===== src/rtl/core/vcct_pkg.sv =====
`default_nettype none

package vcct_pkg;

   localparam int NUM_VCS   = 8;
   localparam int VC_W      = 3;
   localparam int ACT_W     = $clog2(NUM_VCS + 1);
   localparam int OCC_W     = 9;
   localparam int SLOT_W    = 8;
   localparam int EXC_W     = OCC_W + 1;
   localparam int PROD_W    = EXC_W + ACT_W;
   localparam int CSR_IDX_W = 3;
   localparam int CSR_DAT_W = SLOT_W;
   localparam int MODE_W    = 2;
   localparam int ERR_W     = 3;

   localparam logic [OCC_W-1:0]  OCC_MAX             = '1;
   localparam logic [SLOT_W-1:0] PRIVATE_SLOTS_RESET = SLOT_W'(8);

   typedef enum logic [MODE_W-1:0] {
      MODE_CREDIT = 2'd0,
      MODE_SEND   = 2'd1,
      MODE_TAKE   = 2'd2,
      MODE_QUERY  = 2'd3
   } mode_type;

   typedef enum logic [ERR_W-1:0] {
      ERR_NONE        = 3'd0,
      ERR_CREDIT_IDLE = 3'd1,
      ERR_UNDERFLOW   = 3'd2,
      ERR_SEND_FULL   = 3'd3,
      ERR_TAKE_IN_USE = 3'd4
   } error_type;

   typedef enum logic [CSR_IDX_W-1:0] {
      CSR_PRIVATE_SLOTS = 3'd0,
      CSR_SHARED_SLOTS  = 3'd1,
      CSR_DYN_SHARE     = 3'd2,
      CSR_RELEASE_TAIL  = 3'd3,
      CSR_BUSY_FULL     = 3'd4
   } csr_index_type;

   typedef struct packed {
      logic [SLOT_W-1:0] private_slots;
      logic [SLOT_W-1:0] shared_slots;
      logic              dynamic_share_en;
      logic              release_on_tail_credit;
      logic              busy_when_full;
   } csr_type;

endpackage

`default_nettype wire


===== src/rtl/core/vcct_if.sv =====
`default_nettype none

interface vcct_req_if;
   import vcct_pkg::*;

   logic              valid;
   logic              ready;
   logic [MODE_W-1:0] mode;
   logic [VC_W-1:0]   vc;
   logic              is_tail;

   modport source (output valid, output mode, output vc, output is_tail, input ready);
   modport sink   (input valid, input mode, input vc, input is_tail, output ready);
endinterface

interface vcct_rsp_if;
   import vcct_pkg::*;

   logic             valid;
   logic             ready;
   logic [ERR_W-1:0] error_code;
   logic             is_full;
   logic             is_empty;
   logic             is_available;
   logic             has_credit;
   logic [OCC_W-1:0] occupancy;

   modport source (output valid, output error_code, output is_full, output is_empty,
                   output is_available, output has_credit, output occupancy, input ready);
   modport sink   (input valid, input error_code, input is_full, input is_empty,
                   input is_available, input has_credit, input occupancy, output ready);
endinterface

`default_nettype wire


===== src/rtl/core/vc_credit_tracker_shared_buffer.sv =====
// A request transfer is registered in the input stage and processed once the response
// register is free; its response is then registered and offered on the rsp channel.
// Throughput: one request per cycle, set by the read-modify-write of the per-VC
// state and pool counters; a stalled rsp channel holds the pipeline.
// Reset: synchronous, active high; clears VC state, counters and valids, and
// returns the CSRs to their defaults (private 8, all others 0).
`default_nettype none

module vc_credit_tracker_shared_buffer (
   input  wire                            clock,
   input  wire                            reset,
   vcct_req_if.sink                       req_chan,
   vcct_rsp_if.source                     rsp_chan,
   input  wire                            csr_write_en,
   input  wire [vcct_pkg::CSR_IDX_W-1:0]  csr_index,
   input  wire [vcct_pkg::CSR_DAT_W-1:0]  csr_wdata
);
   import vcct_pkg::*;

   localparam logic [VC_W:0] NumVcsW = (VC_W + 1)'(NUM_VCS);

   csr_type csr_ff, csr_in;

   logic              in_valid_ff, in_valid_in;
   mode_type          in_mode_ff;
   logic [VC_W-1:0]   in_vc_ff;
   logic              in_tail_ff;

   logic [OCC_W-1:0]   occ_ff [NUM_VCS];
   logic [NUM_VCS-1:0] in_use_ff;
   logic [NUM_VCS-1:0] tail_sent_ff;
   logic [OCC_W-1:0]   pool_ff, pool_in;
   logic [ACT_W-1:0]   active_ff, active_in;

   logic              out_valid_ff, out_valid_in;
   logic [ERR_W-1:0]  out_err_ff, out_err_in;
   logic              out_full_ff, out_full_in;
   logic              out_empty_ff, out_empty_in;
   logic              out_avail_ff, out_avail_in;
   logic              out_credit_ff, out_credit_in;
   logic [OCC_W-1:0]  out_occ_ff, out_occ_in;

   logic              req_xfer;
   logic              fire;
   logic              vc_ok;
   logic              upd_en;

   logic [OCC_W-1:0]  occ_cur, occ_in;
   logic              in_use_cur, in_use_in;
   logic              tail_cur, tail_in;
   error_type         err;
   logic [OCC_W-1:0]  priv_ext;
   logic [OCC_W-1:0]  shared_ext;
   logic              full_cur;
   logic              full_new;
   logic [EXC_W-1:0]  excess;
   logic [PROD_W-1:0] share_prod;

   // handshake
   assign fire          = in_valid_ff && (!out_valid_ff || rsp_chan.ready);
   assign req_chan.ready = !in_valid_ff || fire;
   assign req_xfer      = req_chan.valid && req_chan.ready;
   assign in_valid_in   = req_xfer ? 1'b1 : (fire ? 1'b0 : in_valid_ff);
   assign out_valid_in  = fire ? 1'b1 : (rsp_chan.ready ? 1'b0 : out_valid_ff);

   assign rsp_chan.valid        = out_valid_ff;
   assign rsp_chan.error_code   = out_err_ff;
   assign rsp_chan.is_full      = out_full_ff;
   assign rsp_chan.is_empty     = out_empty_ff;
   assign rsp_chan.is_available = out_avail_ff;
   assign rsp_chan.has_credit   = out_credit_ff;
   assign rsp_chan.occupancy    = out_occ_ff;

   // CSR writes
   always_comb begin
      csr_in = csr_ff;
      if (csr_write_en) begin
         unique case (csr_index)
            CSR_PRIVATE_SLOTS: csr_in.private_slots          = csr_wdata;
            CSR_SHARED_SLOTS:  csr_in.shared_slots           = csr_wdata;
            CSR_DYN_SHARE:     csr_in.dynamic_share_en       = csr_wdata[0];
            CSR_RELEASE_TAIL:  csr_in.release_on_tail_credit = csr_wdata[0];
            CSR_BUSY_FULL:     csr_in.busy_when_full         = csr_wdata[0];
            default:           csr_in = csr_ff;
         endcase
      end
   end

   // event processing
   assign vc_ok      = ({1'b0, in_vc_ff} < NumVcsW);
   assign upd_en     = fire && vc_ok;
   assign priv_ext   = {1'b0, csr_ff.private_slots};
   assign shared_ext = {1'b0, csr_ff.shared_slots};

   always_comb begin
      occ_cur    = occ_ff[in_vc_ff];
      in_use_cur = in_use_ff[in_vc_ff];
      tail_cur   = tail_sent_ff[in_vc_ff];
      full_cur   = (occ_cur >= priv_ext) && (pool_ff >= shared_ext);

      occ_in    = occ_cur;
      in_use_in = in_use_cur;
      tail_in   = tail_cur;
      pool_in   = pool_ff;
      active_in = active_ff;
      err       = ERR_NONE;

      case (in_mode_ff)
         MODE_CREDIT: begin
            if (csr_ff.release_on_tail_credit && !in_use_cur) begin
               err = ERR_CREDIT_IDLE;
            end else if (occ_cur == '0) begin
               err = ERR_UNDERFLOW;
            end else begin
               if (occ_cur > priv_ext && pool_ff != '0) begin
                  pool_in = pool_ff - OCC_W'(1);
               end
               occ_in = occ_cur - OCC_W'(1);
               if (csr_ff.release_on_tail_credit && occ_in == '0 && tail_cur && in_use_cur) begin
                  in_use_in = 1'b0;
                  if (active_ff != '0) begin
                     active_in = active_ff - ACT_W'(1);
                  end
               end
            end
         end
         MODE_SEND: begin
            if (full_cur || occ_cur >= OCC_MAX) begin
               err = ERR_SEND_FULL;
            end else begin
               if (occ_cur >= priv_ext) begin
                  pool_in = pool_ff + OCC_W'(1);
               end
               occ_in = occ_cur + OCC_W'(1);
               if (in_tail_ff) begin
                  tail_in = 1'b1;
                  if (!csr_ff.release_on_tail_credit && in_use_cur) begin
                     in_use_in = 1'b0;
                     if (active_ff != '0) begin
                        active_in = active_ff - ACT_W'(1);
                     end
                  end
               end
            end
         end
         MODE_TAKE: begin
            if (in_use_cur) begin
               err = ERR_TAKE_IN_USE;
            end else begin
               in_use_in = 1'b1;
               tail_in   = 1'b0;
               active_in = active_ff + ACT_W'(1);
            end
         end
         default: begin
         end
      endcase

      full_new   = (occ_in >= priv_ext) && (pool_in >= shared_ext);
      excess     = {1'b0, occ_in} - {2'b00, csr_ff.private_slots} + EXC_W'(1);
      share_prod = PROD_W'(excess) * PROD_W'(active_in);

      out_err_in    = err;
      out_full_in   = full_new;
      out_empty_in  = (occ_in == '0);
      out_avail_in  = !in_use_in && (!csr_ff.busy_when_full || !full_new);
      out_credit_in = (occ_in < priv_ext) ||
                      ((pool_in < shared_ext) &&
                       (!csr_ff.dynamic_share_en || active_in == '0 ||
                        share_prod <= PROD_W'(csr_ff.shared_slots)));
      out_occ_in    = occ_in;

      if (!vc_ok) begin
         out_err_in    = ERR_NONE;
         out_full_in   = 1'b0;
         out_empty_in  = 1'b0;
         out_avail_in  = 1'b0;
         out_credit_in = 1'b0;
         out_occ_in    = '0;
      end
   end

   // control and state registers
   always_ff @(posedge clock) begin
      if (reset) begin
         csr_ff.private_slots          <= PRIVATE_SLOTS_RESET;
         csr_ff.shared_slots           <= '0;
         csr_ff.dynamic_share_en       <= 1'b0;
         csr_ff.release_on_tail_credit <= 1'b0;
         csr_ff.busy_when_full         <= 1'b0;
         in_valid_ff                   <= 1'b0;
         out_valid_ff                  <= 1'b0;
         in_use_ff                     <= '0;
         tail_sent_ff                  <= '0;
         pool_ff                       <= '0;
         active_ff                     <= '0;
         for (int i = 0; i < NUM_VCS; i++) begin
            occ_ff[i] <= '0;
         end
      end else begin
         csr_ff       <= csr_in;
         in_valid_ff  <= in_valid_in;
         out_valid_ff <= out_valid_in;
         if (upd_en) begin
            occ_ff[in_vc_ff]       <= occ_in;
            in_use_ff[in_vc_ff]    <= in_use_in;
            tail_sent_ff[in_vc_ff] <= tail_in;
            pool_ff                <= pool_in;
            active_ff              <= active_in;
         end
      end
   end

   // payload registers
   always_ff @(posedge clock) begin
      if (req_xfer) begin
         in_mode_ff <= mode_type'(req_chan.mode);
         in_vc_ff   <= req_chan.vc;
         in_tail_ff <= req_chan.is_tail;
      end
      if (fire) begin
         out_err_ff    <= out_err_in;
         out_full_ff   <= out_full_in;
         out_empty_ff  <= out_empty_in;
         out_avail_ff  <= out_avail_in;
         out_credit_ff <= out_credit_in;
         out_occ_ff    <= out_occ_in;
      end
   end

endmodule

`default_nettype wire

===== src/flat_wrapper.sv =====
// flat-port wrapper written by rule: the top's interface ports become plain ports
module vc_credit_tracker_shared_buffer_flat import vcct_pkg::*;
  (clock, reset, csr_write_en, csr_index, csr_wdata, req_chan_valid, req_chan_mode, req_chan_vc, req_chan_is_tail, req_chan_ready, rsp_chan_valid, rsp_chan_error_code, rsp_chan_is_full, rsp_chan_is_empty, rsp_chan_is_available, rsp_chan_has_credit, rsp_chan_occupancy, rsp_chan_ready);
  vcct_req_if req_chan_i ();
  vcct_rsp_if rsp_chan_i ();
  input  wire clock;
  input  wire reset;
  input  wire csr_write_en;
  input  wire [vcct_pkg::CSR_IDX_W-1:0] csr_index;
  input  wire [vcct_pkg::CSR_DAT_W-1:0] csr_wdata;
  input wire logic [$bits(req_chan_i.valid)-1:0] req_chan_valid;
  input wire logic [$bits(req_chan_i.mode)-1:0] req_chan_mode;
  input wire logic [$bits(req_chan_i.vc)-1:0] req_chan_vc;
  input wire logic [$bits(req_chan_i.is_tail)-1:0] req_chan_is_tail;
  output wire logic [$bits(req_chan_i.ready)-1:0] req_chan_ready;
  output wire logic [$bits(rsp_chan_i.valid)-1:0] rsp_chan_valid;
  output wire logic [$bits(rsp_chan_i.error_code)-1:0] rsp_chan_error_code;
  output wire logic [$bits(rsp_chan_i.is_full)-1:0] rsp_chan_is_full;
  output wire logic [$bits(rsp_chan_i.is_empty)-1:0] rsp_chan_is_empty;
  output wire logic [$bits(rsp_chan_i.is_available)-1:0] rsp_chan_is_available;
  output wire logic [$bits(rsp_chan_i.has_credit)-1:0] rsp_chan_has_credit;
  output wire logic [$bits(rsp_chan_i.occupancy)-1:0] rsp_chan_occupancy;
  input wire logic [$bits(rsp_chan_i.ready)-1:0] rsp_chan_ready;
  assign req_chan_i.valid = req_chan_valid;
  assign req_chan_i.mode = req_chan_mode;
  assign req_chan_i.vc = req_chan_vc;
  assign req_chan_i.is_tail = req_chan_is_tail;
  assign req_chan_ready = req_chan_i.ready;
  assign rsp_chan_valid = rsp_chan_i.valid;
  assign rsp_chan_error_code = rsp_chan_i.error_code;
  assign rsp_chan_is_full = rsp_chan_i.is_full;
  assign rsp_chan_is_empty = rsp_chan_i.is_empty;
  assign rsp_chan_is_available = rsp_chan_i.is_available;
  assign rsp_chan_has_credit = rsp_chan_i.has_credit;
  assign rsp_chan_occupancy = rsp_chan_i.occupancy;
  assign rsp_chan_i.ready = rsp_chan_ready;
  vc_credit_tracker_shared_buffer u_core (.clock(clock), .reset(reset), .req_chan(req_chan_i), .rsp_chan(rsp_chan_i), .csr_write_en(csr_write_en), .csr_index(csr_index), .csr_wdata(csr_wdata));
endmodule

===== config.mk =====
export PLATFORM = sky130hd
export DESIGN_NAME = vc_credit_tracker_shared_buffer_flat
export DESIGN_NICKNAME = d
export VERILOG_FILES = /design/src/rtl/core/vcct_pkg.sv /design/src/rtl/core/vcct_if.sv /design/src/rtl/core/vc_credit_tracker_shared_buffer.sv /design/src/flat_wrapper.sv
export SDC_FILE = /design/constraint.sdc
export NUM_CORES = 1
export LEC_CHECK = 0
export ABC_AREA = 1
export BUFFER_PORTS_ARGS = -buffer_cell sky130_fd_sc_hd__buf_2
export CORE_UTILIZATION = 50
export DETAILED_ROUTE_END_ITERATION = 7
export PLACE_DENSITY = 0.78
export SETUP_SLACK_MARGIN = 0.5
export SLEW_MARGIN = 0
export SYNTH_ARGS = -nofsm -noshare
export SYNTH_HDL_FRONTEND = slang
export SYNTH_SLANG_ARGS = --single-unit

===== constraint.sdc =====
create_clock -name clock -period 11.88 [get_ports clock]
set_input_delay 2.97 -clock clock [delete_from_list [all_inputs] [get_ports clock]]
set_output_delay 2.97 -clock clock [all_outputs]
set_load 0.1 [all_outputs]

Word-level counts from Yosys, hierarchy flattened
Memories as Yosys holds them, arrays and structs flattened. A register that Yosys moved wholly into a read port is not among the register bits.
Cells that the tools add are included.
{"block": "op_classes", "n_addsub": 8, "n_mul": 1, "magnitude_cmp": 11, "n_eq_ne": 6, "mux": 56, "reduce_logical": 44}
{"op": "$mux W9", "count": 9}
{"op": "$ge A9 B8 Y1", "count": 4}
{"op": "$pmux W9 S2", "count": 2}
{"op": "$mux W4", "count": 8}
{"op": "$logic_not A9 Y1", "count": 3}
{"op": "$mux W1", "count": 22}
{"op": "$add A9 B1 Y9 const B", "count": 2}
{"op": "$lt A9 B8 Y1", "count": 2}
{"op": "$sub A9 B1 Y9 const B", "count": 2}
{"op": "$bwmux W8", "count": 2}
{"op": "$le A14 B8 Y1", "count": 1}
{"op": "$mul A10 B4 Y14", "count": 1}
{"op": "$logic_and A1 B1 Y1", "count": 13}
{"op": "$mux W3", "count": 4}
{"op": "$pmux W4 S3", "count": 1}
{"op": "$add A10 B1 Y10 const B", "count": 1}
{"op": "$reduce_and A2 Y1", "count": 5}
{"op": "$sub A9 B8 Y10", "count": 1}
{"op": "$ge A9 B9 Y1 const B", "count": 1}
{"op": "$gt A9 B8 Y1", "count": 1}
{"op": "$pmux W3 S3", "count": 1}
{"op": "$reduce_bool A9 Y1", "count": 1}
{"op": "$reduce_or A9 Y1", "count": 1}
{"op": "$logic_not A1 Y1", "count": 8}
{"op": "other kinds (20)", "count": 30}
{"block": "word_totals", "mem_count": 1, "output_inout_bits": 18, "ramBits": 72, "in_bits": 22, "wordCells": 147, "register_bits": 72}
{"memory": "u_core.occ_ff", "words": 8, "width": 9, "read_ports": 1, "rd_ports_with_merged_regs": 1, "write_ports": 8, "line_no": "vc_credit_tracker_shared_buffer.sv:29", "rtl": "logic [OCC_W-1:0] occ_ff [NUM_VCS];"}

Logic depth before layout (Yosys ltp)
{"block": "logic_depth", "word_depth": 14, "ltp_mapped": 53, "ltp_nobuf": 52}

Worst setup path after synthesis
Ideal clock, no wire load.
{"block": "synth_timing", "kind": "reg-to-reg", "start": "reg with a tool-made name", "end": "reg u_core.out_credit_ff (netlist: u_core.rsp_chan.has_credit), data pin", "slack_ns": 4.571, "synth_period_minus_slack_ns": 7.309, "n_path_buf": 4, "path_stages_with_launch": 53, "required_ns": 11.750, "setup_time_ns": 0.130, "arrival_time_ns": 7.179, "cell_sequence": "dfxtp_1 > buf_6 > buf_6 > nand2_1 > nand3_1 > nand3_2 > nand2_4 > inv_1 > ha_1 > nand2_1 > nor2_1 > nand2_1 > nand3_1 > nand2_1 > nand2_1 > nand2_1 > nand3_4 > nand2_2 > [17 not listed] > ha_1 > nand2_1 > nand2_1 > a31oi_1 > xor2_1 > inv_1 > ha_1 > nand2_1 > nor2_1 > a221oi_1 > nor2_1 > a211o_1 > o21ai_0 > nand4_1 > nand2_1 > o21bai_1 > nand2_1 > nand2_1"}
{"element": "end signal: assignment", "line_no": "vc_credit_tracker_shared_buffer.sv:226", "rtl": "out_credit_ff <= out_credit_in;"}
{"element": "end: declaration", "line_no": "vc_credit_tracker_shared_buffer.sv:40", "rtl": "logic out_credit_ff, out_credit_in;"}

==> impl_metrics.json <==
{
  "outcome": "complete, no violations",
  "io_buffers": 39,
  "dr.pass1.iters": 6,
  "ys_seq_elements": 147,
  "numCtsBuffers": 17,
  "hold_slack_ps": 479,
  "power.leakage_nw": 5.58,
  "rr_worst_depth": 52,
  "postCtsResizedCells": 0,
  "p_seq_share_pct": 28.9,
  "grt_overflow": 0,
  "crit_cells": 52,
  "skew_ps": 12.7,
  "critical_path.most_common_cell": "nand2_1",
  "yosysWarnings": 0,
  "period_share_pct": 73.6,
  "syn_inst": 1457,
  "grt_pass1_wl_um": 45900,
  "worst_slack_ps": 3140,
  "setup_viol": 0,
  "synth_nets": 1579,
  "clkLatencyLatePin_ps": 440,
  "clock_power_share_pct": 27.7,
  "seq_area_frac_synth_pct": 35.8,
  "pwr-share-comb_pct": 43.4,
  "dp.final_hpwl_um": 20400,
  "ir_worst_vdd_mv": 0.130,
  "postCtsSetupRepairBufs": 0,
  "routed_via_density": 5.47,
  "rr_endpoint": "u_core.rsp_chan.has_credit",
  "synth_enable_flop_cells": 94,
  "hold_viol": 0,
  "drive_above_1_share_pct": 9.36,
  "fin_crit_ps": 8740,
  "p_sw_mw": 0.862,
  "nets": 1594,
  "final_cells": 1760,
  "crit_fanout": 40,
  "tritoncts": "built",
  "initial_core_util_pct": 51.3,
  "ys_types": 51,
  "rrSetupSlack_ps": 3140,
  "placed_cells": 1728,
  "slew_violations": 0,
  "io_pins": 40,
  "arrival_ps": 9040,
  "path_delay_family": "adder cells",
  "pre_cts_ws_ps": 3260,
  "synthFlopType": "edfxtp_1",
  "max_stage_delay_ps": 530,
  "vias": 9634,
  "clkTransAtPathRegs_ps": 70,
  "critPathSlowestCell": "fa_1",
  "syn_area_um2": 10900,
  "antenna_cells": 0,
  "htreeDepth": 4,
  "ctsRootBufferMaster": "clkbuf_16",
  "cts_hold_buf": 0,
  "drv_cap": 0,
  "wl_per_cell_um": 16.0,
  "rows": 53,
  "fmax_ghz": 0.114,
  "grt_max_degree": 56,
  "drc": 0,
  "power_density_nw_per_um2": 172,
  "cts_sinks": 147,
  "synthArstFlopShare_pct": 0,
  "ant_nets": 0,
  "antenna_found_initial": 0,
  "finalSetupTns_ps": 0,
  "die_height_um": 149,
  "start_kind": "register",
  "worstMarginPinSlew_ps": 882,
  "end_kind": "register",
  "critical_path_class": "reg2reg",
  "switching_share_pct": 42.5,
  "cts_max_path_buffers": 2,
  "slew_headroom_pct": 40.8,
  "grt.total_usage_pct": 26.5,
  "internal_power_mw": 1.17,
  "area_delta_synth_final_pct": 8.57,
  "die_area_um2": 22300,
  "dieWidth_um": 149,
  "gp_congestion": 0.933,
  "hold_path.class": "reg2reg",
  "first_global_vias": 8966,
  "grt_setup_unrepaired": "false",
  "synth.avg_cell_area_um2": 7.45,
  "cp.buffers_inverters": 9,
  "endpoint": "u_core.rsp_chan.has_credit",
  "drt_iter0_drc": 926,
  "cp.required_ps": 12180,
  "core_region_area_um2": 21200,
  "drt-total-wl_um": 28200
}
-- metrics by stage --
| step | cell area (um2) | total power [mW] | util (%) |
|---|---|---|---|
| final | 11800 | 2.03 | 55.7 |
| after global routing | 11800 | 2.19 | 55.7 |
| after floorplan | 10900 | 1.28 | - |
| after CTS | 11800 | 2.03 | 55.7 |
| after detailed placement | 11200 | 1.46 | 52.8 |
| after global placement | 11200 | 1.44 | 52.8 |
-- layout by cell type (no fill, tap or decap), types with 10 or more instances in the layout --
| cell type | n |
|---|---|
| nand2_1 | 327 |
| a21oi_1 | 84 |
| o22ai_1 | 10 |
| nor2_1 | 145 |
| nor3_1 | 17 |
| fa_1 | 19 |
| nand2_2 | 13 |
| o21ai_0 | 89 |
| inv_2 | 13 |
| xor2_1 | 15 |
| dfxtp_1 | 53 |
| clkbuf_16 | 17 |
| inv_1 | 219 |
| nand4_1 | 11 |
| buf_2 | 39 |
| edfxtp_1 | 94 |
| nand3_1 | 107 |
| o21ai_1 | 25 |
| ha_1 | 81 |
-- area by class of cell --
| cell class | count | area, um2 |
|---|---|---|
| multi-input cells | 1018 | 5790 |
| fillers | 1954 | 9360 |
| repair buffers | 43 | 225 |
| inverters | 245 | 930 |
| flip-flops and latches | 147 | 3880 |
| clock buffers | 17 | 425 |
| well taps | 275 | 344 |
| clock inverters | 15 | 199 |
-- routing by layer --
| metal | GRT usage [%] | vias up | routed length [um] |
|---|---|---|---|
| met1 | 36.4 | 4420 | 12500 |
| met3 | 3.55 | 60 | 1920 |
| met2 | 42.1 | 388 | 12900 |
| li1 | - | 4766 | - |
| met4 | 10.5 | 0 | 814 |
| met5 | 0 | - | 0 |
-- cells in the mapped netlist (5+ instances only) --
cell	instances	area share, %
buf_4	6	0.41
o22ai_1	10	0.58
nand2_1	327	11
a21oi_1	84	3.9
buf_2	9	0.41
o21ai_1	25	1.2
fa_1	19	3.5
nor3_1	17	0.78
nor2_1	145	5.0
buf_6	7	0.73
nor4_1	5	0.29
ha_1	81	9.3
edfxtp_1	94	26
xor2_1	15	1.2
nand3_1	107	4.9
o21ai_0	89	4.1
dfxtp_1	53	9.8
inv_1	219	7.6
nand3_2	9	0.83
o211ai_1	9	0.62
nand2_4	6	0.62
clkbuf_1	23	0.79
clkinv_1	8	0.28
o21bai_1	5	0.35
nand4_1	11	0.63
inv_2	13	0.45
nand2_2	13	0.75
-- sequential cells by signal, indices dropped and copies added (netlist names), 2 cells and up, named ones only --
register	flops
u_core.tail_sent_ff	8
u_core.in_mode_ff	2
u_core.csr_ff	19
u_core.in_vc_ff	3
u_core.rsp_chan.error_code	3
u_core.in_use_ff	8
u_core.rsp_chan.occupancy	9
u_core.active_ff	4
u_core.pool_ff	9
u_core.occ_ff	72
-- kinds of logic (layout without fill, tap and decap cells) --
family                   count (synthesis)  after routing  synth area share [%]
flip-flops                             147            147                  35.8
AND/OR/NAND/NOR                        658            658                  26.6
adder cells (fa/ha/maj)                100            100                  12.8
AO/OA/AOI/OAI                          241            241                  12.2
buffers and inverters                  292            320                  11.0
XOR/XNOR                                19             19                  1.60
-- worst min-delay path: stages (launching register included) --
cell	delay, ps
dfxtp_1	300
inv_1	50
o22ai_1	80
-- power by group through the flow --
stage | clock [mW] | sequential, mW | combinational [mW]
finish | 0.562 | 0.586 | 0.881
global route | 0.584 | 0.589 | 1.01
CTS | 0.565 | 0.586 | 0.874
detailed placement | 0 | 0.597 | 0.866
global placement | 0 | 0.597 | 0.848
floorplan | 0 | 0.622 | 0.663
-- worst min-delay path by stage --
stage | from | slack [ps] | end | cells past startpoint
6_report | u_core.in_use_ff[0] | 480 | u_core.in_use_ff[0] | 2
5_1_grt | u_core.csr_ff[0] | 490 | u_core.csr_ff[0] | 2
3_3_place_gp | u_core.csr_ff[0] | 440 | u_core.csr_ff[0] | 2
4_1_cts | u_core.csr_ff[0] | 480 | u_core.csr_ff[0] | 2
2_1_floorplan | u_core.csr_ff[0] | 420 | u_core.csr_ff[0] | 2
3_5_place_dp | u_core.csr_ff[0] | 460 | u_core.csr_ff[0] | 2
Note: power is estimated with default switching activity, not from simulation.
